===== src/u2bd_pkg.sv =====
// Shared types, constants and helper functions for the base-N digit converter.
package u2bd_pkg;

  localparam int VALUE_BITS  = 64;
  localparam int STORE_DEPTH = VALUE_BITS;
  localparam int ADDR_W      = $clog2(STORE_DEPTH);
  localparam int CNT_W       = $clog2(STORE_DEPTH + 1);
  localparam int BIT_CNT_W   = $clog2(VALUE_BITS);
  localparam int BASE_W      = 6;
  localparam int CHAR_W      = 7;
  localparam int IN_DATA_W   = ((VALUE_BITS + 7) / 8) * 8;
  localparam int OUT_DATA_W  = ((CHAR_W + 7) / 8) * 8;

  localparam logic [BASE_W-1:0] BASE_RESET = BASE_W'(16);
  localparam logic [BASE_W-1:0] BASE_MIN   = BASE_W'(2);
  localparam logic [BASE_W-1:0] BASE_MAX   = BASE_W'(36);
  localparam logic [BASE_W-1:0] DEC_LIMIT  = BASE_W'(10);
  localparam logic [CHAR_W-1:0] ASCII_ZERO = CHAR_W'(48);
  localparam logic [CHAR_W-1:0] ASCII_HIGH = CHAR_W'(55);

  typedef enum logic [2:0] {
    ST_IDLE,
    ST_DIV,
    ST_WR,
    ST_RD,
    ST_EMIT
  } u2bd_state_t;

  typedef struct packed {
    logic load;
    logic div_step;
    logic store;
    logic rd_issue;
    logic rd_next;
  } u2bd_cmd_t;

  typedef struct packed {
    logic div_done;
    logic quo_zero;
    logic store_full;
    logic rd_zero;
  } u2bd_sts_t;

  function automatic logic [BASE_W-1:0] sat_base(input logic [BASE_W-1:0] b);
    logic [BASE_W-1:0] r;
    r = b;
    if (b < BASE_MIN) r = BASE_MIN;
    else if (b > BASE_MAX) r = BASE_MAX;
    return r;
  endfunction

  function automatic logic [CHAR_W-1:0] digit_ascii(input logic [BASE_W-1:0] d);
    logic [CHAR_W-1:0] r;
    if (d < DEC_LIMIT) r = {1'b0, d} + ASCII_ZERO;
    else r = {1'b0, d} + ASCII_HIGH;
    return r;
  endfunction

endpackage


===== src/u2bd_ctrl.sv =====
// Controller state machine: sequences division, digit store and digit emission.
module u2bd_ctrl
  import u2bd_pkg::*;
(
  input  logic      clk,
  input  logic      rst_n,
  input  logic      in_tvalid,
  output logic      in_tready,
  output logic      out_tvalid,
  input  logic      out_tready,
  input  u2bd_sts_t sts,
  output u2bd_cmd_t cmd
);

  u2bd_state_t state_r, state_nxt;

  always_ff @(posedge clk) begin
    if (!rst_n) begin
      state_r <= ST_IDLE;
    end else begin
      state_r <= state_nxt;
    end
  end

  always_comb begin
    state_nxt = state_r;
    case (state_r)
      ST_IDLE: begin
        if (in_tvalid) state_nxt = ST_DIV;
      end
      ST_DIV: begin
        if (sts.div_done) state_nxt = ST_WR;
      end
      ST_WR: begin
        if (sts.quo_zero || sts.store_full) state_nxt = ST_RD;
        else state_nxt = ST_DIV;
      end
      ST_RD: begin
        state_nxt = ST_EMIT;
      end
      ST_EMIT: begin
        if (out_tready) begin
          if (sts.rd_zero) state_nxt = ST_IDLE;
          else state_nxt = ST_RD;
        end
      end
      default: begin
        state_nxt = ST_IDLE;
      end
    endcase
  end

  always_comb begin
    in_tready    = 1'b0;
    out_tvalid   = 1'b0;
    cmd          = '0;
    case (state_r)
      ST_IDLE: begin
        in_tready = 1'b1;
        cmd.load  = in_tvalid;
      end
      ST_DIV: begin
        cmd.div_step = 1'b1;
      end
      ST_WR: begin
        cmd.store = 1'b1;
      end
      ST_RD: begin
        cmd.rd_issue = 1'b1;
      end
      ST_EMIT: begin
        out_tvalid  = 1'b1;
        cmd.rd_next = out_tready;
      end
      default: begin
        cmd = '0;
      end
    endcase
  end

endmodule


===== src/u2bd_dp.sv =====
// Datapath: radix register, bit-serial divider, remainder store and digit read-out.
module u2bd_dp
  import u2bd_pkg::*;
(
  input  logic                  clk,
  input  logic                  rst_n,
  input  logic                  cfg_wr,
  input  logic [BASE_W-1:0]     cfg_base,
  input  logic [VALUE_BITS-1:0] in_value,
  input  u2bd_cmd_t             cmd,
  output u2bd_sts_t             sts,
  output logic [CHAR_W-1:0]     digit_char,
  output logic                  last_digit
);

  logic [BASE_W-1:0]     digit_base_r;
  logic [BASE_W-1:0]     base_r;
  logic [VALUE_BITS-1:0] quo_r;
  logic [BASE_W-1:0]     rem_r;
  logic [BIT_CNT_W-1:0]  bit_cnt_r;
  logic [CNT_W-1:0]      cnt_r;
  logic [ADDR_W-1:0]     rd_idx_r;
  logic [BASE_W-1:0]     rdata_r;
  logic [BASE_W-1:0]     mem [STORE_DEPTH];

  logic [BASE_W:0]       trial;
  logic [BASE_W:0]       diff;
  logic                  ge;

  assign trial = {rem_r, quo_r[VALUE_BITS-1]};
  assign ge    = trial >= {1'b0, base_r};
  assign diff  = trial - {1'b0, base_r};

  always_ff @(posedge clk) begin
    if (!rst_n) begin
      digit_base_r <= BASE_RESET;
    end else if (cfg_wr) begin
      digit_base_r <= cfg_base;
    end
  end

  always_ff @(posedge clk) begin
    if (!rst_n) begin
      quo_r     <= '0;
      cnt_r     <= '0;
      bit_cnt_r <= '0;
    end else if (cmd.load) begin
      quo_r     <= in_value;
      cnt_r     <= '0;
      bit_cnt_r <= '0;
    end else if (cmd.div_step) begin
      quo_r     <= {quo_r[VALUE_BITS-2:0], ge};
      bit_cnt_r <= bit_cnt_r + BIT_CNT_W'(1);
    end else if (cmd.store) begin
      cnt_r     <= cnt_r + CNT_W'(1);
      bit_cnt_r <= '0;
    end
  end

  always_ff @(posedge clk) begin
    if (cmd.load) begin
      base_r <= sat_base(digit_base_r);
      rem_r  <= '0;
    end else if (cmd.div_step) begin
      rem_r <= ge ? diff[BASE_W-1:0] : trial[BASE_W-1:0];
    end else if (cmd.store) begin
      rem_r <= '0;
    end
  end

  always_ff @(posedge clk) begin
    if (cmd.store) begin
      mem[cnt_r[ADDR_W-1:0]] <= rem_r;
    end
    if (cmd.rd_issue) begin
      rdata_r <= mem[rd_idx_r];
    end
  end

  always_ff @(posedge clk) begin
    if (cmd.store) begin
      rd_idx_r <= cnt_r[ADDR_W-1:0];
    end else if (cmd.rd_next) begin
      rd_idx_r <= rd_idx_r - ADDR_W'(1);
    end
  end

  assign sts.div_done   = bit_cnt_r == BIT_CNT_W'(VALUE_BITS - 1);
  assign sts.quo_zero   = quo_r == '0;
  assign sts.store_full = cnt_r == CNT_W'(STORE_DEPTH - 1);
  assign sts.rd_zero    = rd_idx_r == '0;

  assign digit_char = digit_ascii(rdata_r);
  assign last_digit = sts.rd_zero;

endmodule


===== src/unsigned_to_base_digits.sv =====
// Converts an unsigned value to ASCII digits in a configurable radix,
// most significant digit first.
//
// Input stream in_*: one transfer carries the value to convert in in_tdata.
// Output stream out_*: one transfer per digit, ASCII code in out_tdata[6:0],
// out_tlast set on the final (least significant) digit.
// Config port cfg_*: cfg_data[5:0] is the radix; 0/1 act as 2, above 36 as 36.
// Write it only while the block is idle; cfg_ready is always high.
//
// One value is converted at a time. Each digit is found by shifting the current
// quotient through the one-bit-per-cycle restoring divider and then writing
// the remainder to the digit store. Once the quotient is zero (or the store is
// full), each digit is read from the store and then output. A new value is
// taken only after the last digit's transfer.
// A stalled receiver holds the current digit; nothing else advances.
// Reset returns to idle with the radix at 16.
module unsigned_to_base_digits
  import u2bd_pkg::*;
(
  input  logic                  clk,
  input  logic                  rst_n,
  input  logic                  in_tvalid,
  output logic                  in_tready,
  input  logic [IN_DATA_W-1:0]  in_tdata,   // [63:0] value
  output logic                  out_tvalid,
  input  logic                  out_tready,
  output logic [OUT_DATA_W-1:0] out_tdata,  // [6:0] digit_char, [7] zero
  output logic                  out_tlast,  // last_digit
  input  logic                  cfg_valid,
  output logic                  cfg_ready,
  input  logic [BASE_W-1:0]     cfg_data    // [5:0] digit_base
);

  u2bd_cmd_t         cmd;
  u2bd_sts_t         sts;
  logic [CHAR_W-1:0] digit_char;

  assign cfg_ready = 1'b1;

  u2bd_ctrl u_ctrl (
    .clk        (clk),
    .rst_n      (rst_n),
    .in_tvalid  (in_tvalid),
    .in_tready  (in_tready),
    .out_tvalid (out_tvalid),
    .out_tready (out_tready),
    .sts        (sts),
    .cmd        (cmd)
  );

  u2bd_dp u_dp (
    .clk        (clk),
    .rst_n      (rst_n),
    .cfg_wr     (cfg_valid && cfg_ready),
    .cfg_base   (cfg_data),
    .in_value   (in_tdata[VALUE_BITS-1:0]),
    .cmd        (cmd),
    .sts        (sts),
    .digit_char (digit_char),
    .last_digit (out_tlast)
  );

  assign out_tdata = {{(OUT_DATA_W - CHAR_W){1'b0}}, digit_char};

  a_no_overlap: assert property (@(posedge clk) disable iff (!rst_n)
    (in_tvalid && in_tready) |-> !out_tvalid)
    else $error("input transfer while a digit is pending");

  a_busy_after_load: assert property (@(posedge clk) disable iff (!rst_n)
    (in_tvalid && in_tready) |=> !in_tready)
    else $error("input still ready after a transfer");

  a_ascii_range: assert property (@(posedge clk) disable iff (!rst_n)
    out_tvalid |-> ((digit_char >= 7'd48 && digit_char <= 7'd57) ||
                    (digit_char >= 7'd65 && digit_char <= 7'd90)))
    else $error("digit outside ASCII digit range");

  a_last_ends: assert property (@(posedge clk) disable iff (!rst_n)
    (out_tvalid && out_tready && out_tlast) |=> (!out_tvalid && in_tready))
    else $error("block not idle after last digit");

endmodule

===== config.mk =====
export PLATFORM = sky130hd
export DESIGN_NAME = unsigned_to_base_digits
export DESIGN_NICKNAME = d
export VERILOG_FILES = /design/src/u2bd_pkg.sv /design/src/u2bd_ctrl.sv /design/src/u2bd_dp.sv /design/src/unsigned_to_base_digits.sv
export SDC_FILE = /design/constraint.sdc
export NUM_CORES = 1
export LEC_CHECK = 0
export CAP_MARGIN = 20
export CORE_UTILIZATION = 60
export DETAILED_ROUTE_END_ITERATION = 8
export DONT_BUFFER_PORTS = 1
export GPL_TIMING_DRIVEN = 0
export PLACE_DENSITY = 0.82
export SYNTH_ARGS = -nofsm -noshare
export SYNTH_HDL_FRONTEND = slang
export SYNTH_HIERARCHICAL = 1
export SYNTH_SLANG_ARGS = --single-unit

===== constraint.sdc =====
create_clock -name clk -period 4.02 [get_ports clk]
set_input_delay 0.804 -clock clk [delete_from_list [all_inputs] [get_ports clk]]
set_output_delay 0.804 -clock clk [all_outputs]
set_load 0.1 [all_outputs]

Word level (Yosys, flattened, before mapping)
Memories as Yosys holds them, arrays and structs flattened. A register that Yosys moved wholly into a read port is not among the register bits.
Cells that the tools add are included.
{ "totals": {"word_cells": 67, "register_bits": 104, "rom_bits": 0, "latch_bits": 0, "mem_count": 1, "ram_bits": 384} }
{ "op_classes": {"n_shift": 0, "div_mod_pow": 0, "n_reduce_logical": 11, "add_sub_neg": 6, "magnitude_cmp": 4, "n_mux": 25, "mul": 0, "eq_ne": 9, "bitwise": 2} }
{ "mem_list": {"columns": ["memory", "words", "width", "rd", "rd_ports_with_merged_regs", "wr", "line_no", "source"], "rows": [
  ["u_dp.mem", 64, 6, 1, 1, 1, "u2bd_dp.sv:24", "logic [BASE_W-1:0] mem [STORE_DEPTH];"]
]} }
{ "ops": {"columns": ["operator", "n"], "rows": [
  ["$mux 64", 2],
  ["$logic_not 64->1", 1],
  ["$mux 6", 7],
  ["$pmux 3 s5", 1],
  ["$add 6x6->7 const B", 2],
  ["$mux 1", 9],
  ["$mux 3", 3],
  ["$add 7x1->7 const B", 1],
  ["$eq 7x6->1 const B", 1],
  ["$ge 7x6->1", 1],
  ["$mux 7", 1],
  ["$add 6x1->6 const B", 1],
  ["$eq 3x2->1 const B", 2],
  ["$eq 6x6->1 const B", 1],
  ["$gt 6x6->1 const B", 1],
  ["$logic_not 6->1", 1],
  ["$lt 6x2->1 const B", 1],
  ["$lt 6x4->1 const B", 1],
  ["$ne 2x2->1 const B", 3],
  ["$reduce_bool 2->1", 3],
  ["$sub 6x1->6 const B", 1],
  ["$sub 6x6->6", 1],
  ["$mux 2", 2],
  ["$reduce_or 2->1", 2],
  ["other kinds (7)", 8]
]} }

Depth between registers and ports, before layout
{ "logic_depth": {"word_depth": 4, "mapped_depth": 10} }

Modules after synthesis
Netlist, hierarchy kept.
{ "modules_own_cells": {"columns": ["mod", "cells_each", "instances", "area_each_um2", "seq_area_each_um2"], "rows": [
  ["u2bd_dp", 1320, 1, 20325.7, 13853.3],
  ["u2bd_ctrl", 29, 1, 235.2, 60.1],
  ["unsigned_to_base_digits", 4, 1, 22.5, 0.0]
]} }

Worst setup path after synthesis
Ideal clock, no wire load.
{ "synth_path": {"path_kind": "reg2reg", "startpoint": "register u_ctrl.state_r[0]", "endpoint": "register u_dp.rem_r[0]", "setup_time_ps": 125, "stages_incl_launch_ff": 9, "period_less_slack_ps": 4054, "arrival_time_ps": 3929, "path_slack_ps": -34, "cell_sequence": "dfxtp_1 > buf_2 > nor3_1 > and2_1 > clkbuf_1 > clkbuf_1 > nor3_1 > nand2_1 > o21ai_0"} }
{ "synth_lines": {"columns": ["item", "line_no", "source"], "rows": [
  ["from (decl)", "u2bd_ctrl.sv:15", "u2bd_state_t state_r, state_nxt;"],
  ["from (signal assigned)", "u2bd_ctrl.sv:21", "state_r <= state_nxt;"],
  ["to (signal assigned)", "u2bd_dp.sv:65", "rem_r <= ge ? diff[BASE_W-1:0] : trial[BASE_W-1:0];"],
  ["to (decl)", "u2bd_dp.sv:19", "logic [BASE_W-1:0] rem_r;"]
]} }

Worst setup path after layout
{ "layout_path": {"startpoint": "register u_dp.rdata_r[4], read port of u_dp.mem", "endpoint": "output port out_tdata[4]"} }
{ "layout_between": {"elab_chain_cells": 2, "word_cells_on_any_way": 4, "classes_between": "add/sub: 2; order compare: 1; mux: 1"} }
{ "layout_rtl": {"columns": ["item", "line_no", "source"], "rows": [
  ["from (decl)", "u2bd_dp.sv:23", "logic [BASE_W-1:0] rdata_r;"],
  ["$add 6x6->7 (tied with other cells)", "u2bd_pkg.sv:55", "else r = {1'b0, d} + ASCII_HIGH;"],
  ["$mux 7 (*)", "u2bd_pkg.sv:54", "if (d < DEC_LIMIT) r = {1'b0, d} + ASCII_ZERO;"],
  ["to (decl)", "unsigned_to_base_digits.sv:27", "output logic [OUT_DATA_W-1:0] out_tdata,"]
]} }
Every way passes the cells marked *; elsewhere a longest branch is shown, timed or not.

==> flow_summary.json <==
{
  "status": "finished clean",
  "gp_congestion": 0.8927,
  "routedWlPerCell_um": 25.07,
  "min_period_over_period_pct": 89.42,
  "diodes": 0,
  "seq_power_share_pct": 52.5,
  "finalSetupTns_ns": 0,
  "ys_seq_area_share_pct": 67.59,
  "core_sq_mm": 0.03362,
  "postLayoutCoreUtil_pct": 68.54,
  "ys_types": 57,
  "cpMaxStageDelayCell": "o21ai_1",
  "nets": 1507,
  "fmax_ghz": 0.2782,
  "first_pass_iters": 5,
  "sw_frac_of_total_pct": 22.37,
  "placed_area_sq_mm": 0.02147,
  "synth_warnings": 6,
  "die_y_um": 187.2,
  "mostFrequentLayoutCells": "402 x edfxtp_1, 111 x nand2_1, 96 x mux4_2, 93 x nor2_1, 86 x dfxtp_1",
  "synth_edf_count": 402,
  "hp-class": "input pin to flop",
  "syn_inst": 1353,
  "syn_nets": 1442,
  "finalHoldViolCount": 0,
  "pin_count": 87,
  "finalSetupViolations": 0,
  "grt_max_degree": 53,
  "path_cells": "inv_1 -> ha_1 -> nand2_1 -> o21ai_1 -> o211ai_1 -> xnor2_2 -> buf_8",
  "clkLatencyLatePin_ns": 0.56,
  "powerDensity_mw_per_mm2": 480.8,
  "cts_hold_buffers": 0,
  "yosys_most_used_dff": "edfxtp_1",
  "drt_iter0_markers": 1573,
  "ctsRootBufferMaster": "clkbuf_16",
  "fin_skew_ns": 0.02412,
  "via_per_inst": 6.426,
  "drive_above_1_share_pct": 16.37,
  "rsz0062_at_grt": "false",
  "ant_nets": 0,
  "path_clk_slew_ns": 0.06,
  "p_int_w": 0.008599,
  "cts_max_path_buffers": 3,
  "htreeDepth": 2,
  "final_common_cell": "edfxtp_1",
  "overflow": 0,
  "numPortBuffers": 0,
  "synth_seq_cells": 494,
  "leakage_nw": 7.605,
  "clock_sinks": 494,
  "pwr-share-comb_pct": 7.7,
  "synthTopCellsByArea": "edfxtp_1 59%, mux4_2 11%, dfxtp_1 8.9%, mux2i_1 3.8%, nand2_1 2.0%",
  "dp_hpwl_mm": 31.12,
  "crit_fanout": 5,
  "yosys.area.top_type": "edfxtp_1",
  "globalRouteTotalUtil_pct": 27.56,
  "grt_pass1_vias": 12350,
  "avgSynthCellArea_sq_um": 15.21,
  "fin_area_sq_mm": 0.02304,
  "period_needed_ns": 3.595,
  "dp_slack_ns": 0.8795,
  "tightest_slew_ns": 1.110,
  "antenna_found_initial": 0,
  "relSlewSlack_pct": 25.45,
  "p_switching_w": 0.002478,
  "max_cap_violations": 0,
  "die_w_um": 187.2,
  "synthArstFlopShare_pct": 0,
  "critPathTopFamily": "compound AO/OA/AOI/OAI gates",
  "areaGrowthSynthToFinish_pct": 11.93,
  "grt_pass1_wl_mm": 72.17,
  "synth_top_cell_area_share_pct": 58.65,
  "row_count": 67,
  "netlist_area_sq_mm": 0.02058,
  "clock_power_share_pct": 39.9,
  "cp_num_buf_inv": 2,
  "drt_wl_total_mm": 47.68,
  "slew_violations": 0,
  "cts_buffers": 47,
  "postCtsSetupBuffers": 0,
  "dr_total_vias": 12220,
  "start_kind": "flop",
  "cts_resized": 0,
  "slowest_delay_ns": 0.56,
  "cp.arrival_ns": 2.79,
  "drc": 0,
  "timing.final.ws_setup_ns": 0.4253,
  "cts_tree": "yes",
  "endpoint_kind": "output pin",
  "crit_required_ns": 3.22,
  "critPathKind": "flop to output pin",
  "die_area_sq_mm": 0.03505,
  "start_util_pct": 61.23,
  "ir_drop_mv": 0.2606
}
## final cells by class
type,count,area [sq um]
inverter,23,86.33
sequential,494,13920
fill,2124,10580
clock inverter,22,254.0
multi-input combinational,753,6235
clock buffer,63,1287
tap,448,560.5
buffer,83,410.4
timing repair buffer,16,285.3
## layer usage
metal / up-vias / share of wire, % / track usage [%]
met3: 138 / 10 / 5.779
li1: 5302 / - / -
met5: - / 0 / 0
met1: 6072 / 37 / 36.13
met4: 0 / 4.1 / 11.79
met2: 711 / 48 / 45.04
## synthesized netlist by cell type, types with 11 or more instances
cell type / n
nor2b_1: 15
ha_1: 13
dfxtp_1: 92
mux4_2: 96
o21ai_0: 79
a21oi_1: 18
xnor2_1: 11
clkbuf_1: 49
o22ai_1: 21
nor4_1: 17
buf_2: 13
and2_1: 66
nand2b_1: 11
edfxtp_1: 402
nand2_1: 111
nor3_1: 21
nor2_1: 93
mux2i_1: 78
inv_1: 23
## path summary, 6_finish.rpt
| check | startpoint | to | slack (ns) | cells past startpoint |
|---|---|---|---|---|
| max | u_dp/rdata_r[4] | out_tdata[4] | 0.43 | 7 |
| min | cfg_data[4] | u_dp/digit_base_r[4] | 0.39 | 2 |
| max reg2reg | u_ctrl/state_r[1] | u_dp/mem[59][2] | 0.62 | 5 |
| min reg2reg | u_dp/digit_base_r[4] | u_dp/digit_base_r[4] | 0.52 | 2 |
## sequential cells by signal (all words and copies together) (netlist names)
name / flops
u_dp/mem: 384
u_dp/quo_r: 64
u_dp/cnt_r: 7
u_dp/base_r: 6
u_dp/bit_cnt_r: 6
u_dp/digit_base_r: 6
u_dp/rd_idx_r: 6
u_dp/rdata_r: 6
u_dp/rem_r: 6
u_ctrl/state_r: 3
## through the flow
step           power (W)  std cells  hold WS, ns
2_1_floorplan   0.006462       1353       0.4647
3_3_place_gp    0.006674       1801       0.4784
3_5_place_dp    0.006755       1815       0.5041
4_1_cts          0.01113       1900       0.3686
5_1_grt          0.01141       1902       0.3811
6_report         0.01108       1902       0.3907
## cell families after synthesis
group                      Yosys count  synth area share (%)
AOI/OAI and AO/OA                  168                 4.960
muxes                              177                 14.46
adders and majority gates           15                0.9361
other                                2               0.03649
buffers and inverters              106                 2.413
DFF                                494                 67.59
xor gates and xnor gates            18                0.7659
and+or+nand+nor                    373                 8.832
## worst register-to-register path, cell delays in order, from the launching register on
cell	delay, ns
dfxtp_1	0.52
nor3b_2	0.41
clkbuf_1	0.48
nor2b_1	0.44
nand3_1	0.47
nor2_1	0.70
## power by group through the flow
stage / clock network (W) / registers (W) / logic, W
2_1_floorplan: 0 / 0.00592 / 0.000541
5_1_grt: 0.00467 / 0.00582 / 0.000919
4_1_cts: 0.00447 / 0.00581 / 0.000843
6_report: 0.00442 / 0.00581 / 0.000848
3_5_place_dp: 0 / 0.00592 / 0.000836
3_3_place_gp: 0 / 0.00600 / 0.000670
Power figures use the tool's default switching activity.
